### config.mk
export PLATFORM = sky130hd
export DESIGN_NAME = rpc_ram
export DESIGN_NICKNAME = d
export VERILOG_FILES = /design/src/rpc_ram.sv
export SDC_FILE = /design/constraint.sdc
export NUM_CORES = 1
export LEC_CHECK = 0
export BUFFER_PORTS_ARGS = -buffer_cell sky130_fd_sc_hd__buf_2
export CAP_MARGIN = 10
export CORE_ASPECT_RATIO = 1.1
export CORE_UTILIZATION = 65
export CTS_BUF_LIST = sky130_fd_sc_hd__clkbuf_8 sky130_fd_sc_hd__clkbuf_16
export CTS_CLUSTER_SIZE = 12
export DETAILED_ROUTE_END_ITERATION = 16
export PLACE_DENSITY = 0.83
export SLEW_MARGIN = 0
export SYNTH_ARGS = -nofsm -noshare
export SYNTH_HDL_FRONTEND = slang
export SYNTH_SLANG_ARGS = --single-unit
### constraint.sdc
create_clock -name clk -period 3.2 [get_ports clk]
set_clock_uncertainty 0.05 [all_clocks]
set_input_delay 0.8 -clock clk [delete_from_list [all_inputs] [get_ports clk]]
set_output_delay 0.8 -clock clk [all_outputs]
set_load 0.01 [all_outputs]
### src/rpc_ram.sv
// ----------------------------------------------------------------------------
// rpc_ram
// generic simple dual-port ram, one write and one registered read port
// ----------------------------------------------------------------------------
module rpc_ram #(
  parameter int WIDTH = 8,
  parameter int DEPTH = 16
) (
  input  logic                     clk,
  input  logic                     wr_en,
  input  logic [$clog2(DEPTH)-1:0] wr_addr,
  input  logic [WIDTH-1:0]         wr_data,
  input  logic                     rd_en,
  input  logic [$clog2(DEPTH)-1:0] rd_addr,
  output logic [WIDTH-1:0]         rd_data
);

  logic [WIDTH-1:0] mem [DEPTH];

  always_ff @(posedge clk) begin
    if (wr_en) begin
      mem[wr_addr] <= wr_data;
    end
    if (rd_en) begin
      rd_data <= mem[rd_addr];
    end
  end

endmodule

======== Yosys cells after proc, flatten, opt, wreduce, memory -nomap -nowiden ========
Memory sizes are Yosys's and may differ from the RTL's. A register that Yosys moved wholly into a read port is not among the register bits.
Cells that the tools add are included.
storage, ports and cells
  input port bits ......................... 19
  memories ................................ 1
  bits in registers ....................... 0
  bits in writable memories ............... 128
operators by class
  multiplexer cells ....................... 2
memories
  memory  depth  width  rd ports  clocked after memory_dff  wr ports  RTL line  text
  mem     16     8      1         1                         1         18        logic [WIDTH-1:0] mem [DEPTH];
operators with widths
  kind              number
  1-bit 2-to-1 mux  2

======== Logic depth before layout (Yosys ltp) ========
  depth after elaboration ................. 2
  gate-level depth with buffers ........... 5
  gate-level depth less buffers ........... 3

======== Least setup slack after synthesis ========
OpenSTA, ideal clock, no wires.
  kind .................................... in2reg
  from .................................... in wr_addr[2]
  to ...................................... mem mem[0][0] (enable)
  data arrival time ....................... 1.910 ns
  required time ........................... 2.767 ns
  slack ................................... 0.857 ns
  cell stages on the path ................. 2
  buffers on the path ..................... 0
  path through ............................ or3b_2 nor3_1
RTL lines
  what         RTL line  text
  from (decl)  11        input logic [$clog2(DEPTH)-1:0] wr_addr,
  to (decl)    18
Straight into the memory's write port.

==> impl_metrics.ini <==
[worst_setup_path]
arrival_ns = 2.33
required_ns = 3.40
worstRegToRegCells = 3
end_kind = flip-flop
cp_max_fo = 17
cp-start-kind = input pin
critPathKind = input pin to flip-flop

[global_route]
grt_pass1_wl_mm = 15.2
grt_pass1_vias = 2678
grt_usage_pct = 27.3
antenna_found_initial = 0
grt_max_degree = 22
grt_overflow_total = 0

[layout]
fin_cells = 400
final_cell_mix = 136 x edfxtp_1, 26 x buf_2, 18 x mux4_2
layout_commonest_cell = edfxtp_1
syn_to_final_growth_pct = 17.0
diodes = 0
fin_area_um2 = 6120
drive_gt1_share_pct = 31.5
fin_nets = 301

[die]
die_w_um = 87.5
die_area_um2 = 8410
rows = 33
core_area_um2 = 7640
ios = 27
start_util_pct = 68.4
die_h_um = 96.1

[clock_network]
htreeDepth = 4
cts_buffers = 17
clock_path_buffers = 2
ctsHoldBuffers = 0
post_cts_buffers = 0
cts-root-buf = clkbuf_8
clk-insertion-delay-late_ns = 0.51
cts.clk_slew.worst_paths_ns = 0.06
ctsResizeCount = 0
cts_tree = built
cts.sinks = 136

[detailed_routing]
drtIter0Drc = 274
routed_wl_mm = 10.1
wl_met3_um = 971
drc = 0
topRoutingLayerUsed = met4
wl_met2_mm = 5.35
wl_per_cell_um = 25.3
m1WireLength_mm = 3.67
antenna_left = 0
vias = 2534
vias_per_cell = 6.34
first_pass_iters = 4

[synthesis]
ys_types = 18
yosysSeqAreaShare_pct = 78.1
avgSynthCellArea_um2 = 22.8
syn_area_um2 = 5230
syn_inst = 229
synthesis.nets = 248
synth-seq-cells = 136
yosysWarnings = 0

[run]
drv_cap = 0

[sta]
period_share_pct = 66.6
whs_ns = 0.612
fmax_mhz = 469
finalHoldViolations = 0
drv_slew = 0
slew_headroom_pct = 45.7
period_needed_ns = 2.13
setup_viol = 0
worst_pin_slew_ns = 0.811
rsz0062_at_grt = false
finalSetupTns_ns = 0

[worst_hold_path]
hold_path_depth = 1
hold_class = input pin to flip-flop

[placement]
io_buffers = 26
placed_cells = 368
post-dp-hpwl_mm = 6.10
gp_congestion = 0.806
placed_cell_area_um2 = 5550

[pwr]
power.total_w = 0.00404
vdd_drop_max_mv = 0.478
p_leak_nw = 2.07
power_density_nw_per_um2 = 661

[run_status]
run_status = finished clean
-- state kept, by name, indices dropped and copies added (netlist names) --
signal and cells:
rd_data 8, mem 128
-- logic make-up after synthesis --
| kind of cell | Yosys count | share of synthesized area [%] |
|---|---|---|
| AOI/OAI and AO/OA | 16 | 2.30 |
| buffers and inverters | 10 | 1.65 |
| DFF | 136 | 78.1 |
| muxes | 32 | 14.8 |
| and+or+nand+nor | 35 | 3.14 |
-- where the power goes --
| group | total, W | internal [W] | switching [W] | leakage, nW |
|---|---|---|---|---|
| registers | 0.00202 | 0.00201 | 0.0000111 | 1.24 |
| logic | 0.000185 | 0.0000770 | 0.000108 | 0.572 |
| clock network | 0.00184 | 0.00111 | 0.000732 | 0.266 |
| total | 0.00404 | 0.00319 | 0.000851 | 2.07 |
-- per-layer routing --
metal	vias up	track usage, %
met5	-	0
met4	0	12.8
met3	10	7.38
met2	163	43.6
met1	1267	35.5
li1	1094	-
-- cell type report --
class | count | area (um^2)
timing repair buffer | 44 | 278
clock inverter | 15 | 154
sequential | 136 | 4080
tap | 105 | 131
clock buffer | 17 | 414
multi-input combinational | 83 | 1060
fill | 366 | 1520
-- metrics by stage --
| stage | util [%] | setup slack, ns |
|---|---|---|
| 5_1_grt | 80.1 | 0.981 |
| 3_3_place_gp | 72.7 | 0.511 |
| 6_report | 80.1 | 1.07 |
| 3_5_place_dp | 72.7 | 0.521 |
| 2_1_floorplan | - | 0.857 |
| 4_1_cts | 80.1 | 1.04 |
-- worst paths after layout --
| check | start | slack, ns | end |
|---|---|---|---|
| setup / recovery | rd_addr[0] | 1.07 | rd_data[2]$_DFFE_PP_ |
| hold / removal | rd_en | 0.61 | rd_data[4]$_DFFE_PP_ |
| setup reg to reg | mem[2][0]$_DFFE_PP_ | 1.61 | rd_data[0]$_DFFE_PP_ |
| hold reg to reg | mem[11][5]$_DFFE_PP_ | 0.71 | rd_data[5]$_DFFE_PP_ |
-- synth_stat cells --
| cell type | n | share of area [%] |
|---|---|---|
| a22oi_1 | 16 | 2.3 |
| and2_1 | 1 | 0.12 |
| and2b_1 | 1 | 0.14 |
| buf_2 | 3 | 0.29 |
| buf_4 | 1 | 0.14 |
| buf_6 | 3 | 0.65 |
| clkdlybuf4s25_2 | 3 | 0.57 |
| edfxtp_1 | 136 | 78 |
| mux4_1 | 14 | 7.0 |
| mux4_2 | 18 | 7.8 |
| nand2_1 | 9 | 0.65 |
| nand2b_1 | 2 | 0.24 |
| nand3_1 | 1 | 0.096 |
| nand3b_1 | 2 | 0.29 |
| nor2_1 | 13 | 0.93 |
| nor2b_1 | 1 | 0.12 |
| nor3_1 | 4 | 0.38 |
| or3b_2 | 1 | 0.17 |
-- critical path, cell delays in order --
cell and delay, ns:
buf_2 0.36, buf_12 0.24, mux4_1 0.58, a22oi_1 0.24, nand2_1 0.10
Note: power is estimated with default switching activity, not from simulation.
