===== config.mk =====
export PLATFORM = sky130hd
export DESIGN_NAME = rpc_dist
export DESIGN_NICKNAME = d
export VERILOG_FILES = /design/src/rpc_pkg.sv /design/src/rpc_dist.sv
export SDC_FILE = /design/constraint.sdc
export NUM_CORES = 2
export LEC_CHECK = 0
export BUFFER_PORTS_ARGS = -buffer_cell sky130_fd_sc_hd__buf_4
export CORE_UTILIZATION = 50
export CTS_BUF_LIST = sky130_fd_sc_hd__clkbuf_16
export DETAILED_ROUTE_END_ITERATION = 12
export PLACE_DENSITY_LB_ADDON = 0.05
export SLEW_MARGIN = 20
export SYNTH_ARGS = -nofsm -noshare
export SYNTH_HDL_FRONTEND = slang
export SYNTH_SLANG_ARGS = --single-unit
export TNS_END_PERCENT = 10

===== constraint.sdc =====
create_clock -name clk -period 10.49 [get_ports clk]
set_input_delay 1.049 -clock clk [delete_from_list [all_inputs] [get_ports clk]]
set_output_delay 1.049 -clock clk [all_outputs]
set_load 0.05 [all_outputs]

===== src/rpc_pkg.sv =====
// ----------------------------------------------------------------------------
// rpc_pkg
// types and constants shared by the radius point culler
// ----------------------------------------------------------------------------
package rpc_pkg;

  localparam int MAX_KEPT  = 1024;
  localparam int COORD_W   = 16;
  localparam int ADDR_W    = $clog2(MAX_KEPT);
  localparam int COUNT_W   = 11;
  localparam int RADIUS_W  = 16;
  localparam int SQ_W      = 2 * COORD_W;
  localparam int R2_W      = 2 * RADIUS_W;
  localparam int ENTRY_W   = 3 * COORD_W;

  localparam logic [RADIUS_W-1:0] RADIUS_RESET = RADIUS_W'(307);

  typedef struct packed {
    logic signed [COORD_W-1:0] point_x;
    logic signed [COORD_W-1:0] point_y;
    logic signed [COORD_W-1:0] point_z;
    logic                      first_point;
  } point_t;

  typedef struct packed {
    logic                      keep;
    logic signed [COORD_W-1:0] out_x;
    logic signed [COORD_W-1:0] out_y;
    logic signed [COORD_W-1:0] out_z;
    logic [COUNT_W-1:0]        kept_total;
    logic                      list_full;
  } result_t;

  typedef struct packed {
    logic signed [COORD_W-1:0] x;
    logic signed [COORD_W-1:0] y;
    logic signed [COORD_W-1:0] z;
  } coord_t;

  typedef struct packed {
    logic pending;
    logic hit_valid;
    logic hit;
  } dist_stat_t;

endpackage


===== src/rpc_dist.sv =====
// ----------------------------------------------------------------------------
// rpc_dist
// two-stage squared distance test of the current point against one entry
// ----------------------------------------------------------------------------
module rpc_dist import rpc_pkg::*; (
  input  logic             clk,
  input  logic             rst,
  input  logic             entry_valid,
  input  coord_t           probe,
  input  coord_t           entry,
  input  logic [R2_W-1:0]  r2,
  output dist_stat_t       stat
);

  logic signed [COORD_W:0]     dx;
  logic signed [COORD_W:0]     dy;
  logic signed [COORD_W:0]     dz;
  logic signed [2*COORD_W+1:0] px;
  logic signed [2*COORD_W+1:0] py;
  logic signed [2*COORD_W+1:0] pz;
  logic [SQ_W-1:0]             sq_x;
  logic [SQ_W-1:0]             sq_y;
  logic [SQ_W-1:0]             sq_z;
  logic                        sq_valid;
  logic [SQ_W+1:0]             sum;
  logic                        hit_valid;
  logic                        hit;

  assign dx = {probe.x[COORD_W-1], probe.x} - {entry.x[COORD_W-1], entry.x};
  assign dy = {probe.y[COORD_W-1], probe.y} - {entry.y[COORD_W-1], entry.y};
  assign dz = {probe.z[COORD_W-1], probe.z} - {entry.z[COORD_W-1], entry.z};
  assign px = dx * dx;
  assign py = dy * dy;
  assign pz = dz * dz;

  // squares of 17-bit differences fit in 32 bits, so the sum never saturates
  assign sum = {2'b00, sq_x} + {2'b00, sq_y} + {2'b00, sq_z};

  always_ff @(posedge clk) begin
    sq_x <= px[SQ_W-1:0];
    sq_y <= py[SQ_W-1:0];
    sq_z <= pz[SQ_W-1:0];
    hit  <= sum < {2'b00, r2};
    if (rst) begin
      sq_valid  <= 1'b0;
      hit_valid <= 1'b0;
    end else begin
      sq_valid  <= entry_valid;
      hit_valid <= sq_valid;
    end
  end

  assign stat.pending   = sq_valid | hit_valid;
  assign stat.hit_valid = hit_valid;
  assign stat.hit       = hit;

endmodule


-- Word level (Yosys, flattened, before mapping)
Index checks and enable logic that the tools add are counted.
- register bits after elaboration: 99
- output and inout bits: 3
- word-level logic and storage cells: 16
- order comparisons: 1
- bitwise operators: 1
- add/sub/neg operators: 5
- multipliers: 3
- operators by type and width (kind ; count):
    multiplier 17 x 17 -> 32 bit ; 3
    subtractor 16 x 16 -> 17 bit ; 3
    adder 33 x 32 -> 34 bit ; 1
    < comparator 34 x 32 -> 1 bit ; 1
    adder 32 x 32 -> 33 bit ; 1
    OR 1 bit ; 1

-- Logic depth before layout (Yosys ltp)
- word-level depth: 3
- mapped depth: 37
- mapped depth without buffers: 36

-- Least setup slack after synthesis
Ideal clock, no wire load.
- kind: input to register
- start: input port probe[32] (netlist name)
- end: register sq_x[31]
- stages on the path: 35
- buffers on the path: 1
- data arrival time: 8639 ps
- setup slack: 1722 ps
- required time: 10361 ps
- cells stage by stage: inv_1 ha_1 inv_1 fa_1 a211oi_1 o21ai_0 a21oi_1 o41a_1 a21boi_0 or2_2 xnor2_1 inv_1 clkbuf_1 nand2_1 fa_1 inv_1 fa_1 inv_1 fa_1 inv_1 fa_1 fa_1 inv_1 fa_1 inv_1 ha_1 a21oi_1 nand3b_1 o2111ai_1 a2111o_1 a31oi_1 o31ai_1 nand2_1 a31oi_1 xnor3_1
- word-level cells in the longest chain between the ends: 2
- RTL lines (item ; RTL line ; text):
    start, declared ; rpc_dist.sv:9 ; input coord_t probe,
    subtractor 16 x 16 -> 17 bit ; rpc_dist.sv:29 ; assign dx = {probe.x[COORD_W-1], probe.x} - {entry.x[COORD_W-1], entry.x};
    multiplier 17 x 17 -> 32 bit ; rpc_dist.sv:32 ; assign px = dx * dx;
    via px[31] ; rpc_dist.sv:18 ; logic signed [2*COORD_W+1:0] px;
    end signal, assigned ; rpc_dist.sv:40 ; sq_x <= px[SQ_W-1:0];
    end, declared ; rpc_dist.sv:21 ; logic [SQ_W-1:0] sq_x;
The timed path passes the listed nets, and every way through them passes these cells.
A chain may end at the register's enable or synchronous reset.

-- Worst setup path after layout
Same ends and word-level chain as after synthesis.

==> results_tabular.tex <==
\begin{tabular}{lr}
\hline
Metric & Value \\
\hline
\multicolumn{2}{l}{\textbf{Run status}} \\
Run status & complete, no violations \\
\multicolumn{2}{l}{\textbf{Setup path}} \\
Cell with the most instances on the worst path & sky130\_fd\_sc\_hd\_\_fa\_1 \\
Cell type of the slowest stage on the worst timing path & sky130\_fd\_sc\_hd\_\_fa\_1 \\
Destination of the worst register-to-register timing path & hit\$\_DFF\_P\_ \\
Slowest Stage Delay on Critical Path & 0.54 ns \\
Kind of critical path & in -> reg \\
R2R cell count & 17 \\
Type of element launching the critical path & input pin \\
Capturing element type of the critical path & flop \\
Data arrival time of the critical path & 9.65 ns \\
Maximum fanout along the worst path & 10 \\
Beginning of the worst register-to-register path & sq\_x[15]\$\_DFF\_P\_ \\
Critical path required time & about 11 ns \\
Slack of the worst reg-to-reg path & 5.19 ns \\
\multicolumn{2}{l}{\textbf{Synth}} \\
Mapped Avg Cell Area & around 9.1 um2 \\
Share of synthesized registers carrying an async set or reset & 0\% \\
Top\_reg\_cell synth & sky130\_fd\_sc\_hd\_\_dfxtp\_1 \\
Number of synthesized flops with an enable pin & 0 \\
Post-synthesis sequential element count & 96 \\
Proportion of synthesized chip area in sequential cells & 5.55\% \\
Unique masters post-synth & 82 \\
Cell area after technology mapping & $\sim$35000 um2 \\
Count of synthesis-stage warnings from yosys & 0 \\
Number of instances in the synthesized netlist & 3802 \\
\multicolumn{2}{l}{\textbf{Placement}} \\
GPL Wtd Cong & 0.906 \\
Final HPWL DP & 70.7 mm \\
Post-DP Area & 37000 um2 \\
Number of buffers inserted by port buffering & 133 \\
Post-placement worst setup slack & 0.685 ns \\
\multicolumn{2}{l}{\textbf{Timing}} \\
Final number of max-transition violations & 0 \\
Worst-case headroom to the max-slew limit & 38.5\% \\
Setup repair after global routing missed its margin & false \\
Achievable Freq & 106 MHz \\
Final critical-path required period & between 9 and 10 ns \\
Final WS setup & about 1.1 ns \\
Number of endpoints failing setup at the final stage & 0 \\
Clock tree skew after final layout & about 0.0096 ns \\
Worst slew pin tran & 0.919 ns \\
Final clock period utilization by the worst path & 89.8\% \\
Count of final hold-check violations & 0 \\
Final sum of negative setup slack & 0 ns \\
\multicolumn{2}{l}{\textbf{Die}} \\
Die area & 70400 um2 \\
Area of the core region & 68600 um2 \\
Rows & 96 \\
Die Y-Extent & 265 um \\
Horiz. Die Dim & 265 um \\
Number of primary I/O pins & about 130 \\
Starting utilization of the core area & 50.5\% \\
\multicolumn{2}{l}{\textbf{CTS}} \\
Number of instances resized during post-cts repair & 0 \\
Clock tree from TritonCTS & yes \\
Max H-tree Level & 3 \\
Total clock buffers created by CTS & 9 \\
Buffers inserted during post-CTS setup optimization & 0 \\
Clock sink count & 96 \\
Clock tree buffer depth & 2 \\
Post-CTS Hold Fix Bufs & 0 \\
Clock-pin transition on the worst setup and hold timing paths & 0.07 ns \\
Clk Latency, worst-skew pair & 0.36 ns \\
Root buffer cell & sky130\_fd\_sc\_hd\_\_clkbuf\_16 \\
\multicolumn{2}{l}{\textbf{Drt}} \\
Vias per std cell & 4.99 \\
Count of unresolved DRC violations after routing & 0 \\
Final routed wire length divided by cell count & 16.5 um \\
Number of detailed-routing iterations run before antenna repair & 7 \\
Violation count after the first detailed-route iteration & 1193 \\
Vias after detailed routing & 24300 \\
Post-detailed-routing wire length & 80.2 mm \\
Antenna viol nets, final & 0 \\
\multicolumn{2}{l}{\textbf{Min path}} \\
Source of the worst hold timing path & sq\_valid\$\_SDFF\_PP0\_ \\
Hold Crit Depth & 1 \\
Worst min-delay path endpoint & hit\_valid\$\_SDFF\_PP0\_ \\
Class of the tightest hold or removal check & reg -> reg \\
\multicolumn{2}{l}{\textbf{Global route}} \\
Overall Global Routing Usage & 24.7\% \\
Via count of the first global-routing pass & 26900 \\
Wire length of the first global-routing pass & 137 mm \\
Pin count of the biggest net entering global routing & 24 \\
Number of antenna violations at the first check in global routing & 0 \\
Residual overflow from global routing & 0 \\
\multicolumn{2}{l}{\textbf{Cells and area}} \\
Area added between synthesis and finish & 7.61\% \\
Summed area of non-filler cells in the final layout & 37300 um2 \\
Count of nets after finishing & around 5200 \\
Ratio of cells with drive above 1 in the final layout & 6.39\% \\
Antenna diodes & 0 \\
Fill count & approximately 6500 \\
\multicolumn{2}{l}{\textbf{Flow run}} \\
Max-cap violations & 0 \\
\hline
\end{tabular}
## worst max-delay path, delay by kind of cell
family | cells | cell delay, ns
adder cells (fa/ha/maj) | 9 | 3.83
AO/OA/AOI/OAI | 10 | 2.23
XOR/XNOR | 2 | 0.83
buffers and inverters | 7 | 0.75
AND/OR/NAND/NOR | 5 | 0.92
## cell usage in the layout (no fill, tap or decap), types with 27 or more instances in the layout
cell type / instances
sky130_fd_sc_hd__a21o_1: 68
sky130_fd_sc_hd__a21oi_1: 110
sky130_fd_sc_hd__and2_1: 36
sky130_fd_sc_hd__buf_4: 188
sky130_fd_sc_hd__dfxtp_1: 96
sky130_fd_sc_hd__fa_1: 806
sky130_fd_sc_hd__ha_1: 345
sky130_fd_sc_hd__inv_1: 1074
sky130_fd_sc_hd__nand2_1: 289
sky130_fd_sc_hd__nor2_1: 312
sky130_fd_sc_hd__nor3_1: 27
sky130_fd_sc_hd__o21a_1: 36
sky130_fd_sc_hd__o21ai_0: 71
sky130_fd_sc_hd__xnor2_1: 148
sky130_fd_sc_hd__xor2_1: 43
## per-layer routing
metal | up-vias | part of all wire, % | global-route usage, %
met3 | 93 | 3.8 | 2.43
met2 | 485 | 50 | 43.3
met1 | 12200 | 45 | 33.4
li1 | 11600 | - | -
met4 | 0 | 2.0 | 4.61
met5 | - | 0 | 0
## metrics by stage
stage                     util [%]  instances  hold slack, ns
after floorplan                  -       3803           0.429
after global placement        53.9       4858           0.457
after detailed placement      53.9       4858           0.457
after CTS                     54.4       4874           0.467
after global routing          54.4       4874           0.482
final                         54.4       4874           0.463
## state kept, by name, indices dropped and copies added (netlist names)
signal	cells
sq_y	31
sq_z	31
hit	1
sq_x	31
sq_valid	1
hit_valid	1
## cells in the mapped netlist (all sizes together) (10+ instances only)
cell,count,area share [%]
inv,1089,12
fa,806,47
ha,345,12
nor2,312,3.4
nand2,289,3.1
xnor2,150,3.8
a21oi,111,1.6
dfxtp,96,5.5
o21ai,78,1.1
a21o,69,1.5
clkbuf,56,0.61
xor2,45,1.2
and2,37,0.67
o21a,36,0.78
nor3,28,0.42
nand2b,26,0.47
nor2b,20,0.36
and3,18,0.32
o21bai,14,0.30
a211oi,13,0.28
a31oi,13,0.23
nand3,10,0.14
or2,10,0.18
## cell type report
| cell class | instances | area, um2 | area share (%) |
|---|---|---|---|
| Clock buffer | 9 | 225 | 0.604 |
| Clock inverter | 7 | 78.8 | 0.211 |
| Inverter | 1095 | 4110 | 11.0 |
| Multi-Input combinational cell | 2548 | 28400 | 76.1 |
| Sequential cell | 96 | 1920 | 5.15 |
| Tap cell | 931 | 1160 | 3.12 |
| Timing Repair Buffer | 188 | 1410 | 3.78 |
## worst max-delay path by stage
stage | startpoint | endpoint | slack, ns | cells past startpoint
final | probe[32] | sq_x[31]$_DFF_P_ | 1.07 | 33
after CTS | probe[32] | sq_x[31]$_DFF_P_ | 1.02 | 33
after global routing | probe[32] | sq_x[31]$_DFF_P_ | 0.50 | 33
after global placement | probe[0] | sq_z[30]$_DFF_P_ | 0.92 | 36
after floorplan | probe[32] | sq_x[31]$_DFF_P_ | 1.72 | 35
after detailed placement | probe[32] | sq_x[31]$_DFF_P_ | 0.69 | 33
## logic make-up (layout without fill, tap and decap cells)
family          after synthesis  in the layout  synth area share, %
buf+inv                    1159           1299                 12.6
fa+ha+maj                  1151           1151                 59.0
compound gates              408            408                 7.83
simple gates                788            788                 9.87
xor+xnor                    196            196                 5.06
other cells                   2              3               0.0217
flops                        96             96                 5.55
mux                           2              2               0.0578
Power is not shown: default switching activity piles up to over one toggle a cycle in this logic, so the estimate is an artifact.
